## src/sv/fnrs_ram.sv

```systemverilog
// Generic single-clock RAM with one write port and one registered read port.
// No dependencies.
`default_nettype none

module fnrs_ram #(
   parameter int WIDTH = 8,
   parameter int DEPTH = 16
) (
   input  wire logic                     clock,
   input  wire logic                     wr_en,
   input  wire logic [$clog2(DEPTH)-1:0] wr_addr,
   input  wire logic [WIDTH-1:0]         wr_data,
   input  wire logic [$clog2(DEPTH)-1:0] rd_addr,
   output logic      [WIDTH-1:0]         rd_data
);

   logic [WIDTH-1:0] mem_ff [DEPTH];
   logic [WIDTH-1:0] rd_data_ff;

   // Write and registered read.
   always_ff @(posedge clock) begin
      if (wr_en) begin
         mem_ff[wr_addr] <= wr_data;
      end
      rd_data_ff <= mem_ff[rd_addr];
   end

   assign rd_data = rd_data_ff;

endmodule

`default_nettype wire

```

## config.mk

```make
export PLATFORM = sky130hd
export DESIGN_NAME = fnrs_ram
export DESIGN_NICKNAME = d
export VERILOG_FILES = /design/src/sv/fnrs_ram.sv
export SDC_FILE = /design/constraint.sdc
export NUM_CORES = 1
export LEC_CHECK = 0
export BUFFER_PORTS_ARGS = -buffer_cell sky130_fd_sc_hd__buf_2
export CAP_MARGIN = 20
export CELL_PAD_IN_SITES_DETAIL_PLACEMENT = 0
export CELL_PAD_IN_SITES_GLOBAL_PLACEMENT = 1
export CORE_MARGIN = 8
export CORE_UTILIZATION = 53
export DETAILED_ROUTE_END_ITERATION = 7
export GPL_ROUTABILITY_DRIVEN = 0
export MAX_ROUTING_LAYER = met4
export PLACE_DENSITY_LB_ADDON = 0.08
export SLEW_MARGIN = 0
export SYNTH_ARGS = -nofsm -noshare
export SYNTH_HDL_FRONTEND = slang
export SYNTH_SLANG_ARGS = --single-unit
```

## constraint.sdc

```tcl
create_clock -name clock -period 2.6 [get_ports clock]
set_clock_uncertainty 0.05 [all_clocks]
set_input_delay 0.52 -clock clock [delete_from_list [all_inputs] [get_ports clock]]
set_output_delay 0.52 -clock clock [all_outputs]
set_load 0.1 [all_outputs]
```

# ---- Word level (Yosys, flattened, before mapping)
# Memory sizes are Yosys's and may differ from the RTL's. A register that Yosys moved wholly into a read port is not among the register bits.
# Cells that the tools add are included.
dict set report op_classes {
  mul 0
  n_lt_le_gt_ge 0
  muxes 2
  n_eq_ne 0
  bitwise_logic 0
  shifts 0
  n_addsub 0
  n_reduce_logical 0
  div_mod_pow 0
}
# operator count
set ops {}
lappend ops {{2-to-1 mux 1 bit} 2}
dict set report word_totals {
  in_bits 18
  mem_bits_rw 128
  elab_cells 3
  out_inout_bits 8
  romBits 0
  mem_count 1
  register_bits 0
  latchBits 0
}
# name words width read_ports rd_ports_with_merged_regs write_ports line_no
set mem_list {}
lappend mem_list {mem_ff 16 8 1 1 1 17} ;# logic [WIDTH-1:0] mem_ff [DEPTH];

# ---- Depth between registers and ports, before layout
# Gate-level depths: netlist of run 1.
dict set report depth {
  depth_word 2
  mapped_depth 5
  depth_no_buf 3
}

# ---- Worst setup path after synthesis of run 1
# Ideal clock, no wire load.
dict set report synth_timing {
  path_kind {input to register}
  startpoint {in wr_addr[2]}
  endpoint {mem mem_ff[0][0], enable pin}
  arrival_time_ns 1.630
  path_slack_ns 0.537
  stages 2
  required_time_ns 2.167
  path_buffers 0
  setup_time_ns 0.383
  path_cell_list {or3b_2 nor3_1}
}
# element line_no
set synth_lines {}
lappend synth_lines {{start, declared} 11} ;# input wire logic [$clog2(DEPTH)-1:0] wr_addr,
lappend synth_lines {{end, declared} 17}
# No word-level cell before the write port.

# ---- Worst setup path in the final report of run 1
dict set report layout_timing {
  startpoint {reg rd_data_ff[6] (netlist: rd_data[6]), read port of mem_ff}
  endpoint {out rd_data[6]}
}
# element line_no
set layout_lines {}
lappend layout_lines {{start, declared} 18} ;# logic [WIDTH-1:0] rd_data_ff;
lappend layout_lines {{end, declared} 14} ;# output logic [WIDTH-1:0] rd_data
# No word-level cell between the ends.

==> results of run 1 <==
## layout by cell type (no fill, tap or decap), drive strengths merged, types with 2 or more instances in the layout
cell	n
edfxtp	128
mux4	32
nand3b	2
dfxtp	8
clkbuf	21
buf	46
nor2	13
nand2b	2
bufinv	4
nor3	4
clkinv	4
a22oi	16
clkinvlp	3
nand2	9
## Yosys cell counts, drive strengths merged
master and instances:
dfxtp 8, clkdlybuf4s25 3, and2 1, nor3 4
nand3b 2, nand2b 2, mux4 32, edfxtp 128
a22oi 16, nand2 9, buf 7, nor2b 1
nand3 1, nor2 13, or3b 1, and2b 1
## layer usage
metal	routed length (microns)	vias to the layer above	GRT usage (%)
li1	-	1083	-
met1	4379	1256	21.25
met2	4786	56	25.36
met3	358	8	4.747
met4	107	0	6.655
met5	0	-	-
## cells by family after synthesis
family                 Yosys count  share of synthesized area [%]
AOI/OAI and AO/OA               16                          2.334
buffers and inverters           10                          1.677
muxes                           32                          15.02
and+or+nand+nor                 35                          3.184
DFF                            136                          77.78
## metrics by stage
| step | power (mW) | utilization [%] | instance area [sq um] | worst slack, ps | instances |
|---|---|---|---|---|---|
| finish | 5.226 | 63.95 | 6136 | 719.0 | 430 |
| detailed placement | 2.847 | 57.56 | 5523 | 458.5 | 398 |
| floorplan | 2.738 | - | 5147 | 537.1 | 229 |
| global placement | 2.843 | 57.56 | 5523 | 445.4 | 398 |
| CTS | 5.269 | 63.95 | 6136 | 657.6 | 430 |
| global route | 5.388 | 63.95 | 6136 | 659.5 | 430 |
## worst max path at each step
stage,start,endpoint,slack (ps),depth (start not counted)
after floorplan,wr_addr[2],mem_ff[0][0],540,2
after global placement,rd_addr[1],rd_data[6],450,5
after detailed placement,rd_addr[1],rd_data[6],460,5
after CTS,rd_data[6],rd_data[6],660,1
after global routing,rd_data[6],rd_data[6],660,1
final,rd_data[6],rd_data[6],720,1
## state kept, by name, summed over array words and instances, names as in the netlist
| name | flops |
|---|---|
| mem_ff | 128 |
| rd_data | 8 |
## final cells by class
| class | instances | area, sq um |
|---|---|---|
| Sequential cell | 136 | 4004 |
| Fill cell | 666 | 3458 |
| Multi-Input combinational cell | 83 | 1057 |
| Clock buffer | 21 | 439.2 |
| Timing Repair Buffer | 46 | 295.3 |
| Clock inverter | 11 | 173.9 |
| Tap cell | 133 | 166.4 |
## power groups by stage
stage	sequential [mW]	clock [mW]	combinational (mW)
detailed placement	2.51	0	0.334
finish	2.47	2.43	0.329
global placement	2.51	0	0.331
CTS	2.47	2.47	0.335
floorplan	2.61	0	0.124
global route	2.47	2.57	0.351
==> results.json, run 1 <==
{
  "status": "completed",
  "maxCapViolations": 0,
  "path_max_fanout": 1,
  "switching_share_pct": 20.88,
  "p_leak_nw": 2.098,
  "io_pins": 26,
  "grt_pass1_vias": 2541,
  "synth_nets": 247,
  "gr-total-overflow": 0,
  "grt_pass1_wl_mm": 15.06,
  "worstSetupPathType": "reg -> out",
  "pwr-share-comb_pct": 6.3,
  "hold_class": "in -> reg",
  "cpLargestDelayFamily": "buffers and inverters",
  "ys_seq_area_share_pct": 77.78,
  "vdd.ir_drop.worst_mv": 0.4686,
  "holdPathEnd": "mem_ff[14][4]",
  "ctsHoldBuffers": 0,
  "power_density_nw_per_um2": 851.7,
  "grtUsageTotal_pct": 16.83,
  "cts-htree-levels": 4,
  "crit_required_ps": 2030,
  "die_h_microns": 114.6,
  "finalCriticalPeriod_ps": 1881,
  "hold_ws_ps": 341.0,
  "cts_tree": "yes",
  "slew_headroom_pct": 50.08,
  "cts_made_buffers": 17,
  "rows": 36,
  "clk_path_buf_depth": 2,
  "reg2reg_to": "rd_data[2]",
  "rsz0062_at_grt": "no",
  "vias": 2403,
  "wl_per_cell_microns": 22.40,
  "dieArea_sq_um": 13120,
  "min-delay-start": "wr_data[4]",
  "antennaDiodeCount": 0,
  "firstDrtPassIters": 4,
  "area_growth_syn_to_layout_pct": 19.20,
  "cts-root-buf": "clkbuf_8",
  "reg2regPathDepth": 3,
  "ctsResizeCount": 0,
  "yosysTopAreaCell": "edfxtp_1",
  "hold_depth": 1,
  "ant_nets": 0,
  "synth_area_per_cell_sq_um": 22.48,
  "synth_warnings": 0,
  "cp-end-kind": "output port",
  "crit_chain": "buf_2",
  "viasPerCell": 5.588,
  "wl_mm": 9.632,
  "cp.arrival_ps": 1310,
  "clkLatencyLatePin_ps": 510,
  "power_switching_mw": 1.091,
  "drive_above_1_share_pct": 31.65,
  "clkPwrFrac_pct": 46.5,
  "slowest_stage": "buf_2",
  "drc": 0,
  "setup_violations": 0,
  "antenna_found_initial": 0,
  "start_kind": "flip-flop",
  "synthTopCellsByArea": "edfxtp_1 (75%), mux4_2 (7.9%), mux4_1 (7.1%)",
  "start_util_pct": 53.65,
  "tns_ps": 0,
  "seqPwrFrac_pct": 47.2,
  "max_freq_mhz": 531.6,
  "layout.nets": 302,
  "r2r_slack_ps": 1160,
  "place_hpwl_mm": 6.061,
  "synth.distinct_cells": 19,
  "intPower_mw": 4.135,
  "clk_pin_slew_worst_paths_ps": 60,
  "grt_max_degree": 33,
  "hold_viol": 0,
  "die_w_microns": 114.6,
  "cts_sinks": 136,
  "dr.first_iter.drc_count": 131,
  "core_area_sq_um": 9594,
  "tightest_slew_ps": 746.0,
  "fin_crit_sh_pct": 72.35,
  "portBuffers": 25,
  "max_stage_delay_ps": 440,
  "syn_inst": 229,
  "synth_top_area_share_pct": 74.67,
  "crit_buf_inv": 1,
  "r2r_start": "mem_ff[1][2]",
  "final_max_slew_viol_count": 0,
  "synth_area_sq_um": 5147,
  "post_cts_buffers": 0,
  "synth-seq-cells": 136
}
Power figures use the tool's default switching activity.
==> inputs of run 2 (changes only) <==
- ABC_AREA: unset -> 1
- CORE_UTILIZATION: 53 -> 49
- clock period: 2.6 -> 1.8 ns (I/O delays scaled with it)
==> run 2 against run 1 <==
Against the previous run: setup slack worse by 590 ps; register-to-register slack worse by 430 ps; non-clock buffer count grew 3; cell count rose by 75%; critical endpoint is now rd_data[1]; die area up 18%; first-iteration DRC count is 110% higher; worst hold slack worse by 80 ps; flip-flop and latch count unchanged; total power up 46%; clock power grew 44%; wire length increased by 38%.
==> results.json, run 2 <==
{
  "status": "completed",
  "synth_area_sq_um": 5767,
  "startpoint": "rd_data[1]",
  "grt_pass1_wl_mm": 20.93,
  "mostFrequentLayoutCells": "nand2_1 (173), edfxtp_1 (128), inv_1 (100)",
  "die_w_microns": 124.5,
  "tns_ps": 0,
  "slew_headroom_pct": 66.59,
  "maxCapViolations": 0,
  "synth_area_per_cell_sq_um": 10.47,
  "utilization_pct": 58.73,
  "reg2reg_to": "rd_data[7]",
  "crit_cells": 1,
  "hold_class": "in -> reg",
  "cts-root-buf": "clkbuf_16",
  "clk_path_buf_depth": 2,
  "fin_crit_sh_pct": 92.86,
  "syn_inst": 551,
  "yosysTopAreaCell": "edfxtp_1",
  "grt_max_degree": 65,
  "reg2regPathDepth": 6,
  "wl_mm": 13.34,
  "vias": 3780,
  "synth-xor-area-share_pct": 0,
  "cts_made_buffers": 17,
  "synth_top_area_share_pct": 66.65,
  "crit_chain": "buf_2",
  "core_area_sq_um": 11470,
  "io_pins": 26,
  "max_stage_delay_ps": 460,
  "crit_required_ps": 1390,
  "yosys.area_share.simple_pct": 21.05,
  "synth_top_family_by_area": "simple AND/OR/NAND/NOR gates",
  "antenna_found_initial": 0,
  "tightest_slew_ps": 504.6,
  "drive_above_1_share_pct": 12.99,
  "r2r_start": "mem_ff[13][7]",
  "setup_violations": 0,
  "synthTopCellsByArea": "edfxtp_1 (67%), nand2_1 (11%), nand3_1 (8.4%)",
  "ant_nets": 0,
  "r2r_slack_ps": 730,
  "cp-end-kind": "output port",
  "cts_tree": "yes",
  "firstDrtPassIters": 5,
  "synth-compound-area-share_pct": 0,
  "synth_edf_count": 128,
  "rsz0062_at_grt": "no",
  "worstSetupPathType": "reg -> out",
  "wl_per_cell_microns": 17.76,
  "cp-endpoint": "rd_data[1]",
  "max_freq_mhz": 598.2,
  "rows": 39,
  "hold_viol": 0,
  "cts_sinks": 136,
  "drc": 0,
  "largest_reg_flops": 128,
  "layout.nets": 613,
  "post_cts_buffers": 0,
  "clkLatencyLatePin_ps": 420,
  "vdd.ir_drop.worst_mv": 0.7945,
  "synth_flop_cell": "edfxtp_1",
  "dieArea_sq_um": 15500,
  "portBuffers": 25,
  "synth_nets": 569,
  "synth.distinct_cells": 12,
  "synth_warnings": 0,
  "final_common_cell": "nand2_1",
  "die_h_microns": 124.5,
  "cts-htree-levels": 4,
  "gr-total-overflow": 0,
  "viasPerCell": 5.033,
  "cpLargestDelayFamily": "buffers and inverters",
  "grt_pass1_vias": 3685,
  "start_util_pct": 50.29,
  "ctsResizeCount": 0,
  "post-synth-top-count-cell": "nand2_1",
  "power_density_nw_per_um2": 1136,
  "grtUsageTotal_pct": 18.37,
  "final_max_slew_viol_count": 0,
  "clk_pin_slew_worst_paths_ps": 60,
  "slowest_stage": "buf_2",
  "area_growth_syn_to_layout_pct": 16.79,
  "p_leak_nw": 2.957,
  "ctsHoldBuffers": 0,
  "start_kind": "flip-flop",
  "top_register": "mem_ff",
  "crit_buf_inv": 1,
  "place_hpwl_mm": 8.305,
  "ys_async_sr_fraction_pct": 0,
  "synth_common_cells": "nand2_1 (173), edfxtp_1 (128), inv_1 (100)",
  "path_max_fanout": 1,
  "synth-seq-cells": 136,
  "ys_seq_area_share_pct": 69.43,
  "finalCriticalPeriod_ps": 1672,
  "synthAdderAreaFrac_pct": 0,
  "muxShareOfSynthArea_pct": 0,
  "dr.first_iter.drc_count": 276,
  "cp.arrival_ps": 1260,
  "antennaDiodeCount": 0
}
run 2: changes by cell type in the layout (fill, tap and decap cells not counted), sizes merged, moves of 16 or more:
cell	before	now
a22oi	16	0
mux4	32	0
nand2	9	173
nand3	1	97
inv	0	102
run 2: area by class of cell:
cell class | instances | area [sq um]
tap | 143 | 178.9
fill | 974 | 4732
multi-input combinational | 289 | 1214
inverter | 102 | 382.9
clock inverter | 9 | 122.6
sequential | 136 | 4004
clock buffer | 23 | 478.0
timing repair buffer | 49 | 355.3
run 2: cells by family after synthesis:
kind of cell           count (synthesis)
buffers and inverters                126
flip-flops                           136
AND/OR/NAND/NOR                      289
run 2: power by group:
group | leakage, nW | switching (mW) | internal [mW]
registers | 1.22 | 0.0250 | 3.54
clock network | 0.298 | 1.22 | 2.27
logic | 1.43 | 0.455 | 0.140
run 2: how the worst min path moves through the flow:
stage | start | endpoint | cells past startpoint
after floorplan | wr_data[0] | mem_ff[0][0] | 0
after global placement | mem_ff[2][6] | rd_data[6] | 6
after detailed placement | mem_ff[13][5] | rd_data[5] | 6
after CTS | rd_addr[3] | rd_data[5] | 3
after global routing | rd_addr[3] | rd_data[5] | 3
final | rd_addr[3] | rd_data[5] | 3
run 2: per-stage QoR:
stage	hold WS, ps	total power [mW]	instances	setup slack [ps]	instance area [sq um]
final	261.4	7.654	751	128.4	6735
after global routing	270.5	7.914	751	98.37	6735
after CTS	248.5	7.712	751	88.97	6735
after detailed placement	600.8	4.235	719	296.6	6135
after global placement	590.4	4.229	719	295.3	6135
after floorplan	408.9	4.023	551	439.2	5767
run 2: layer usage:
layer	wire, microns	share of wire [%]	GRT usage (%)
met1	6085	46	22.59
met2	6447	48	28.37
met3	596	4.5	4.936
met4	210	1.6	7.158
met5	0	0	-
