===== src/sv/fnrs_pkg.sv =====
// Shared types and constants for the fixed-radius neighbor search block.
// No dependencies; fnrs_isqrt and the top level import this package.
`default_nettype none

package fnrs_pkg;

   // Store geometry and field widths.
   localparam int MAX_POINTS    = 4096;
   localparam int PTR_W         = $clog2(MAX_POINTS);
   localparam int ACTIVE_W      = PTR_W + 1;
   localparam int CNT_W         = PTR_W + 1;
   localparam int OUT_CNT_W     = 12;
   localparam int MAX_NEIGHBORS = 63;
   localparam int COORD_W       = 16;
   localparam int POINT_W       = 3 * COORD_W;
   localparam int DIFF_W        = COORD_W + 1;
   localparam int SQ_W          = 2 * COORD_W;
   localparam int D2_W          = SQ_W + 2;
   localparam int RADIUS_W      = 14;
   localparam int R2_W          = 2 * RADIUS_W;
   localparam int ROOT_W        = RADIUS_W;
   localparam int ALPHA_W       = 8;
   localparam int NUM_W         = RADIUS_W + ALPHA_W;
   localparam int CSR_INDEX_W   = 1;

   // Register reset values: radius 18.0 in Q8.6, 2500 active points.
   localparam logic [RADIUS_W-1:0] RADIUS_RESET = RADIUS_W'(1152);
   localparam logic [ACTIVE_W-1:0] ACTIVE_RESET = ACTIVE_W'(2500);
   localparam logic [ALPHA_W-1:0]  ALPHA_SCALE  = ALPHA_W'(255);

   // Configuration register indexes.
   localparam logic [CSR_INDEX_W-1:0] CSR_RADIUS = 1'b0;
   localparam logic [CSR_INDEX_W-1:0] CSR_ACTIVE = 1'b1;

   // Operation and result kind codes.
   localparam logic OP_LOAD      = 1'b0;
   localparam logic OP_QUERY     = 1'b1;
   localparam logic KIND_PAIR    = 1'b0;
   localparam logic KIND_SUMMARY = 1'b1;

   // Query sequencer states.
   typedef enum logic [2:0] {
      ST_IDLE,
      ST_CENTER,
      ST_SCAN,
      ST_PAIR_SQRT,
      ST_PAIR_EMIT,
      ST_MIN_SQRT,
      ST_DIVIDE,
      ST_SUM_EMIT
   } state_type;

endpackage

`default_nettype wire


===== src/sv/fnrs_isqrt.sv =====
// Iterative floor square root, one result bit per cycle.
// Depends on fnrs_pkg for widths.
`default_nettype none

module fnrs_isqrt (
   input  wire logic                          clock,
   input  wire logic                          reset,
   input  wire logic                          start,
   input  wire logic [fnrs_pkg::R2_W-1:0]     operand,
   output logic                               done,
   output logic      [fnrs_pkg::ROOT_W-1:0]   root
);
   import fnrs_pkg::*;

   localparam int STEP_W = $clog2(ROOT_W);
   localparam int REM_W  = ROOT_W + 3;

   logic              busy_ff, busy_in;
   logic              done_ff, done_in;
   logic [STEP_W-1:0] step_ff;
   logic [R2_W-1:0]   op_ff;
   logic [REM_W-1:0]  rem_ff;
   logic [ROOT_W-1:0] root_ff;
   logic [REM_W-1:0]  rem_sh;
   logic [REM_W-1:0]  trial;
   logic              take;

   // One digit step: bring down two operand bits and try the next root bit.
   always_comb begin
      rem_sh = {rem_ff[REM_W-3:0], op_ff[R2_W-1 -: 2]};
      trial  = REM_W'({root_ff, 2'b01});
      take   = rem_sh >= trial;
   end

   // Control: busy for ROOT_W steps, done pulses after the last.
   always_comb begin
      busy_in = busy_ff;
      done_in = 1'b0;
      if (start) begin
         busy_in = 1'b1;
      end else if (busy_ff && step_ff == STEP_W'(ROOT_W - 1)) begin
         busy_in = 1'b0;
         done_in = 1'b1;
      end
   end

   always_ff @(posedge clock) begin
      if (reset) begin
         busy_ff <= 1'b0;
         done_ff <= 1'b0;
      end else begin
         busy_ff <= busy_in;
         done_ff <= done_in;
      end
   end

   // Datapath.
   always_ff @(posedge clock) begin
      if (start) begin
         op_ff   <= operand;
         rem_ff  <= '0;
         root_ff <= '0;
         step_ff <= '0;
      end else if (busy_ff) begin
         op_ff   <= {op_ff[R2_W-3:0], 2'b00};
         rem_ff  <= take ? rem_sh - trial : rem_sh;
         root_ff <= {root_ff[ROOT_W-2:0], take};
         step_ff <= step_ff + STEP_W'(1);
      end
   end

   assign done = done_ff;
   assign root = root_ff;

endmodule

`default_nettype wire


===== config.mk =====
export PLATFORM = sky130hd
export DESIGN_NAME = fnrs_isqrt
export DESIGN_NICKNAME = d
export VERILOG_FILES = /design/src/sv/fnrs_pkg.sv /design/src/sv/fnrs_isqrt.sv
export SDC_FILE = /design/constraint.sdc
export NUM_CORES = 1
export LEC_CHECK = 0
export BUFFER_PORTS_ARGS = -buffer_cell sky130_fd_sc_hd__buf_2
export CORE_MARGIN = 2
export CORE_UTILIZATION = 51
export DETAILED_ROUTE_END_ITERATION = 7
export HOLD_SLACK_MARGIN = 0.15
export PLACE_DENSITY = 0.71
export SLEW_MARGIN = 20
export SYNTH_ARGS = -nofsm -noshare
export SYNTH_HDL_FRONTEND = slang
export SYNTH_SLANG_ARGS = --single-unit

===== constraint.sdc =====
create_clock -name clock -period 4.4 [get_ports clock]
set_clock_uncertainty 0.2 [all_clocks]
set_input_delay 0.88 -clock clock [delete_from_list [all_inputs] [get_ports clock]]
set_output_delay 0.88 -clock clock [all_outputs]
set_load 0.1 [all_outputs]

# Word level (Yosys, flattened, before mapping)
# Index checks and enable logic that the tools add are counted.
# totals
register_bits,63
latch_bits,0
ram_bits,0
rom_bits,0
in_bits,31
output_inout_bits,15
elab_cells,20
memories,0
# classes
add_sub_neg,2
multipliers,0
div,0
order_cmp,1
n_eq_ne,1
shift,0
muxes,6
n_bitwise,0
n_reduce_logical,4
# ops
operator,count
$mux 28,2
$ge 17x16->1,1
$mux 15,1
$sub 15x15->15,1
$add 4x1->4 const B,1
$eq 4x4->1 const B,1
$reduce_bool 2->1,2
$mux 1,3
$reduce_or 2->1,1
$logic_and 1x1->1,1

# Longest topological paths before layout
# Gate-level depths: netlist (run 1).
# logic_depth
depth_word,4
ltp_mapped,11
mapped_depth_nobuf,8

# Least setup slack after synthesis (run 1)
# No wires, ideal clock.
# synth_timing
kind,flip-flop to flip-flop
start,"reg root_ff[8], in the netlist root[8]"
end,reg rem_ff[10]
setup_time_ns,0.088
t_arrival_ns,2.810
required_time_ns,4.112
slack_ns,1.302
path_stages_with_launch,11
n_path_buf,2
synth_period_minus_slack_ns,3.098
cell_sequence,dfxtp_1 > inv_1 > ha_1 > buf_2 > a21oi_1 > o21ai_1 > o2111ai_1 > a21o_1 > buf_6 > a221o_1 > a311oi_2
# synth_between
elab_chain_cells,2
elab_cells_between_ends,3
classes_between,add/sub: 1; order compare: 1; mux: 1
# synth_lines
element,line_no,source
from (decl),fnrs_isqrt.sv:23,logic [ROOT_W-1:0] root_ff;
from (signal assigned),fnrs_isqrt.sv:67,"root_ff <= {root_ff[ROOT_W-2:0], take};"
$sub 15x15->15 / $ge 17x16->1 (equally long branches),"fnrs_isqrt.sv:66, fnrs_isqrt.sv:32",
$mux 15 *,fnrs_isqrt.sv:66,rem_ff <= take ? rem_sh - trial : rem_sh;
to (signal assigned),fnrs_isqrt.sv:66,
to (decl),fnrs_isqrt.sv:22,logic [REM_W-1:0] rem_ff;
# Mark *: on every way between the ends. The rest lies on a longest branch, timed or not.
# A chain may end at the register's enable or synchronous reset.

# Worst setup path after layout (run 1)
# Same ends and word-level chain as after synthesis.

==> results.txt, run 1 <==
post-CTS sizing - 0
metal2 WL - 3282 µm
root buffer cell - clkbuf_8
simple-gate share of the synthesized area - 13.69%
Skew-Pair Late Insertion Delay - 0.34 ns
Final Cycle Share - 62.30%
Antenna diodes - 0
Syn Nets - 397
RR Startpoint - root[8]
Design Area, Final - 3948 µm²
largest net degree at the start of global routing - 63
Final nets - 435
Slew @ Worst Pin - 1.099 ns
metal3 WL - 537 µm
Core Box Area - 6719 µm²
Synth Area in Compound Gates - 16.15%
CTS tree - done
Reg clk slew, reported paths - 0.07 ns
Setup crit start kind - register
starting density of the core - 52.36%
dpl hpwl - 5133 µm
crit path kind - reg2reg
GP Congestion - 0.8784
router iterations before antenna repair - 5
site row count - 30
gr ovfl total - 0
peak supply drop - 0.0003925 V
outcome - finished, final reports clean
Critical Path RT - 4.45 ns
area grow syn2layout - 12.20%
met1 WL - 3487 µm
initial antenna violation count - 0
io pins - 46
DR iter-0 viols - 216
TNS Setup - 0 ns
number of global-route vias before repair - 2459
Cell Area, Synth - 3518 µm²
final-report setup violation count - 0
routed via count - 2778
Vert. Die Dim - 87.06 µm
DR vias/cell - 5.898
Port Buffer Count - 45
fin crit period - 2.741 ns
CTS Hold Buffers Added - 0
Synth top area share - 23.90%
commonest non-fill, non-tap cell in the layout - buf_2
Routed WL per cell - 15.79 µm
buffers from clock root to sink, at most - 2
number of max-cap violations - 0
Fillers - 545
worst-path fanout max - 17
Inserted Clock Buffers - 9
setup bufs post-CTS - 0
CTS H-tree depth - 3
Die W - 87.06 µm
Cell variety after synth - 54
commonest cells after routing, fill and taps aside - buf_2, nor2_1, dfxtp_1, edfxtp_1, mux2_2
RSZ-0062 raised after global routing - no
die area - 7579 µm²
register area share after synthesis - 43.81%
Static Leak - 1.595 nW
Routed Antenna Nets - 0
Placement Cell Area - 3770 µm²
xor/xnor share of the synthesized area - 2.489%
post-synthesis adder-cell area fraction - 6.401%
Max Slew Vio Count - 0
largest family of logic cells by synthesized area - compound AO/OA/AOI/OAI gates
EDFF count, synth - 28
Final Hold Vio Count - 0
Sink Count - 63
global-route wire length before repair - 11730 µm
hold worst-path end - done
DRC - 0
Synth area leaders - edfxtp_1, dfxtp_1, mux2_2
non-filler cells, final - 471
routed wire length - 7436 µm
r2r endpoint - rem_ff[10]
Syn Area/Cell - 10.11 µm²
GRT Total Usage - 20.06%
Worst Setup End Kind - register
power density over the cells - 533.7 nW/µm²
Worst Hold Depth - 2
share of layout cells above drive strength 1 - 25.06%
HP Class - reg2reg
Mapped Cells - 348
Yosys Warn Count - 0
Rel. slew slack - 26.58%
Synth Register Bits - 63
r2r setup slk - 1.66 ns
max layer used - met4
mux cell area share after synthesis - 12.87%
placed instance count - 455
Register-to-Register Path Depth - 8
post-synth top area cell - edfxtp_1
worst hold start - step_ff[3]
Fmax achieved - 364.8 MHz
Async S/R FF share, synth - 0%
dominant synthesized flop cell - dfxtp_1
CP Data Arrival Time - 2.80 ns
## sequential cells by signal, indices dropped and copies added, names as in the netlist
name	cells
done	1
busy_ff	1
rem_ff	15
step_ff	4
op_ff	28
root	14
## metal layers
layer  up-vias  track usage (%)
met5         -                0
met4         0            7.386
met3        10            5.877
met2       101            29.08
met1      1311            28.36
li1       1356                -
## cells by family (layout without fill, tap and decap cells)
family	count (synthesis)	count (layout)
buffers and inverters	39	82
and+or+nand+nor	99	99
muxes	42	42
adders and majority gates	18	18
AOI/OAI and AO/OA	77	77
DFF	63	63
xor gates and xnor gates	10	10
## critical path, cell delays in order, from the launching register on
cell and delay, ns:
dfxtp_1 0.37, inv_1 0.06, ha_1 0.44, a21oi_1 0.11, o21ai_1 0.22, o2111ai_1 0.19, a21o_1 0.40, a221o_1 0.41
a311oi_2 0.26
## how the worst max path moves through the flow
stage          cells after the start  slack, ns  startpoint          to
3_3_place_gp                       8       1.75     root[0]  rem_ff[10]
5_1_grt                            8       1.49     root[8]   rem_ff[4]
4_1_cts                            8       1.68     root[8]  rem_ff[10]
6_report                           8       1.66     root[8]  rem_ff[10]
3_5_place_dp                       8       1.71     root[8]  rem_ff[10]
2_1_floorplan                     10       1.30     root[8]  rem_ff[10]
## cells in the mapped netlist, drive strengths merged, types with 4 or more instances
cell	count
ha	18
o211ai	4
nor3	8
a21oi	16
nand4	9
dfxtp	35
inv	19
xnor2	7
edfxtp	28
a21o	6
nand3	10
mux2	26
buf	11
nand2	9
clkbuf	9
nand2b	7
a311oi	9
mux2i	16
a211o	4
a211oi	4
nor2	43
o21ai	15
## power breakdown
part	switching, W	internal [W]	leakage [nW]
Clock	0.000219	0.000235	0.0934
Sequential	0.0000428	0.000686	0.569
Combinational	0.000573	0.000351	0.933
Total	0.000835	0.00127	1.60
## through the flow
step / setup slack, ns / total power, W / hold slack (ns) / utilization, %
2_1_floorplan: 1.302 / 0.001466 / 0.2621 / -
3_3_place_gp: 1.753 / 0.001630 / 0.2915 / 56.11
3_5_place_dp: 1.707 / 0.001637 / 0.2996 / 56.11
4_1_cts: 1.676 / 0.002103 / 0.3071 / 58.75
5_1_grt: 1.493 / 0.002230 / 0.3295 / 58.75
6_report: 1.659 / 0.002107 / 0.3090 / 58.75
## layout make-up
class | count | area [µm²] | share of cell area (%)
repair buffers | 47 | 240.2 | 6.086
clock buffers | 13 | 158.9 | 4.025
flip-flops and latches | 63 | 1543 | 39.08
clock inverters | 3 | 18.77 | 0.4754
inverters | 19 | 71.32 | 1.807
well taps | 80 | 100.1 | 2.536
multi-input cells | 246 | 1815 | 45.99
No activity file was read; power rests on OpenSTA's default activity.
==> inputs of run 2 (changes only) <==
--- a/config.mk
+++ b/config.mk
@@ -10,7 +10,7 @@
 export CORE_UTILIZATION = 51
 export DETAILED_ROUTE_END_ITERATION = 7
 export HOLD_SLACK_MARGIN = 0.15
-export PLACE_DENSITY = 0.71
+export PLACE_DENSITY = 0.74
 export SLEW_MARGIN = 20
 export SYNTH_ARGS = -nofsm -noshare
 export SYNTH_HDL_FRONTEND = slang
==> constraint.sdc (replaced) <==
create_clock -name clock -period 2.44 [get_ports clock]
set_clock_uncertainty 0.2 [all_clocks]
set_input_delay 0.488 -clock clock [delete_from_list [all_inputs] [get_ports clock]]
set_output_delay 0.488 -clock clock [all_outputs]
set_load 0.1 [all_outputs]
==> run 2 against run 1 <==
  * Wire length up 17%
  * Setup slack worse by 1.7 ns
  * Global-route usage rose by 3.5 points
  * Cell count increased by 6.6%
  * Clock power rose by 110%
  * Largest power group unchanged
  * Die area unchanged
  * Via count increased by 6.4%
  * Critical path depth did not move
  * Non-clock buffer count grew 31
  * Clock-buffer cell count shrank 1
  * Highest routed layer unchanged
  * Register-to-register slack got worse by 1.7 ns
  * Sequential share of layout area shrank 3.8 points
==> results.txt, run 2 (synthesized netlist as in run 1, its figures left out) <==
DR vias/cell - 5.888 (-0.16%)
commonest cells after routing, fill and taps aside - buf_2, nor2_1, buf_4, edfxtp_1, mux2_2
gr ovfl total - 0 (unchanged)
RSZ-0062 raised after global routing - yes
Reg with most FFs - op_ff
power density over the cells - 1023 nW/µm² (+92%)
area grow syn2layout - 28.20%
crit path from - root[0]
routed wire length - 8665 µm (+17%)
Fin Hold WS - 0.2497 ns (-0.05928 ns)
initial antenna violation count - 0 (unchanged)
commonest non-fill, non-tap cell in the layout - buf_2
starting density of the core - 52.36% (unchanged)
RR Startpoint - root[0]
Seq pwr share - 28.8% (-5.8 points)
Setup crit start kind - register
Final Cycle Share - 99.91% (+38 points)
router iterations before antenna repair - 4 (-1)
Core Box Area - 6719 µm² (unchanged)
Rel. slew slack - 66.89% (+40 points)
placed instance count - 480 (+5.5%)
Inserted Clock Buffers - 9 (unchanged)
peak supply drop - 0.0005442 V (+39%)
global-route wire length before repair - 13820 µm (+18%)
worst hold start - operand[1]
routed via count - 2956 (+6.4%)
Placement Cell Area - 4085 µm² (+8.4%)
pre-CTS WS - -0.1830 ns (-1.890 ns)
worst-path fanout max - 8 (-9)
Static Leak - 1.795 nW (+13%)
DRC - 0 (unchanged)
Sw Ratio - 38.25% (-1.4 points)
final-report setup violation count - 0 (unchanged)
Final Hold Vio Count - 0 (unchanged)
Vert. Die Dim - 87.06 µm (unchanged)
Finished Core Util - 67.13% (+8.4 points)
Sink Count - 63 (unchanged)
Comb power frac - 50.5% (+6.6 points)
buffers from clock root to sink, at most - 2 (unchanged)
largest net degree at the start of global routing - 40 (-37%)
CTS H-tree depth - 3 (unchanged)
share of layout cells above drive strength 1 - 41.00% (+16 points)
Skew-Pair Late Insertion Delay - 0.34 ns (about the same)
Slew @ Worst Pin - 0.5001 ns (-0.5992 ns)
fin crit period - 2.438 ns (-0.3035 ns)
Port Buffer Count - 45 (unchanged)
Routed Antenna Nets - 0 (unchanged)
HP Class - in2reg
Max Slew Vio Count - 0 (unchanged)
Clock Power Share - 20.7% (-0.8 points)
root buffer cell - clkbuf_8
Antenna diodes - 0 (unchanged)
non-filler cells, final - 502 (+6.6%)
Net Switching - 0.001765 W (+110%)
dpl hpwl - 5995 µm (+17%)
CTS tree - done
Final nets - 466 (+7.1%)
Reg clk slew, reported paths - 0.07 ns (about the same)
io pins - 46 (unchanged)
number of max-cap violations - 0 (unchanged)
Worst Setup End Kind - register
DR iter-0 viols - 262 (+21%)
crit path kind - reg2reg
max FFs per register - 28 (unchanged)
site row count - 30 (unchanged)
GRT Total Usage - 23.52% (+3.5 points)
outcome - finished, final reports clean
GP Congestion - 0.9506 (+8.2%)
die area - 7579 µm² (unchanged)
Int Power - 0.002849 W (+120%)
final setup margin - 0.002298 ns (-1.656 ns)
number of global-route vias before repair - 2803 (+14%)
Die W - 87.06 µm (unchanged)
CP Data Arrival Time - 2.49 ns (-0.31 ns)
Critical Path RT - 2.49 ns (-1.96 ns)
Fmax achieved - 410.2 MHz (+12%)
Design Area, Final - 4511 µm² (+14%)
Routed WL per cell - 17.26 µm (+9.3%)
run 2: changes by cell type in the layout (fill, tap and decap cells not counted), sizes merged:
| cell | change |
|---|---|
| bufinv | +1 |
| dlygate4sd3 | +1 |
| clkinvlp | +1 |
| clkbuf | -1 |
| buf | +30 |
| inv | +1 |
| clkinv | -2 |
run 2: path summary, 6_finish.rpt:
| check | end | slack, ns | cells past startpoint |
|---|---|---|---|
| setup / recovery | rem_ff[10] | 0.002 | 8 |
| hold / removal | op_ff[1] | 0.25 | 2 |
| setup reg to reg | rem_ff[10] | 0.002 | 8 |
| hold reg to reg | root[13] | 0.31 | 2 |
run 2: critical path, cell delays in order (launching register included):
cell       delay, ns
dfxtp_4         0.37
inv_2           0.05
ha_4            0.32
o211ai_4        0.10
o21ai_4         0.19
o2111ai_4       0.20
a21o_4          0.30
a221o_1         0.37
a311oi_2        0.25
run 2: routing by layer:
| layer | vias up | wire length (µm) | track usage [%] |
|---|---|---|---|
| met2 | 104 | 4178 | 36.71 |
| met1 | 1414 | 3857 | 32.55 |
| li1 | 1424 | - | - |
| met4 | 0 | 164 | 8.665 |
| met5 | - | 0 | 0 |
| met3 | 14 | 465 | 4.360 |
run 2: what timing repair did:
action | 4_1_cts | 5_1_grt
setup buffers | 0 | 5
hold endpoints to repair | 2 | 0
resized for setup | 7 | 20
hold buffers | 1 | 0
cloned | 0 | 0
endpoints found under the setup margin | 10 | 13
pin swaps | 0 | 8
run 2: cell type report:
| type | count | area (µm²) |
|---|---|---|
| Fill cell | 485 | 2208 |
| Multi-Input combinational cell | 246 | 2053 |
| Sequential cell | 63 | 1593 |
| Timing Repair Buffer | 78 | 475.5 |
| Clock buffer | 12 | 166.4 |
| Tap cell | 80 | 100.1 |
| Inverter | 19 | 71.32 |
| Clock inverter | 4 | 51.30 |
run 2: stage by stage:
stage	TNS, ns	total power, W
floorplan	-0.05205	0.002722
global placement	-0.1168	0.003240
detailed placement	-0.1830	0.003270
CTS	0	0.004335
global route	-0.1258	0.004863
finish	0	0.004614
run 2: power groups by stage:
stage               clock network [W]  logic [W]  registers, W
floorplan                           0    0.00137       0.00135
global placement                    0    0.00190       0.00134
detailed placement                  0    0.00193       0.00134
CTS                          0.000972    0.00204       0.00132
global route                  0.00101    0.00251       0.00134
finish                       0.000955    0.00233       0.00133
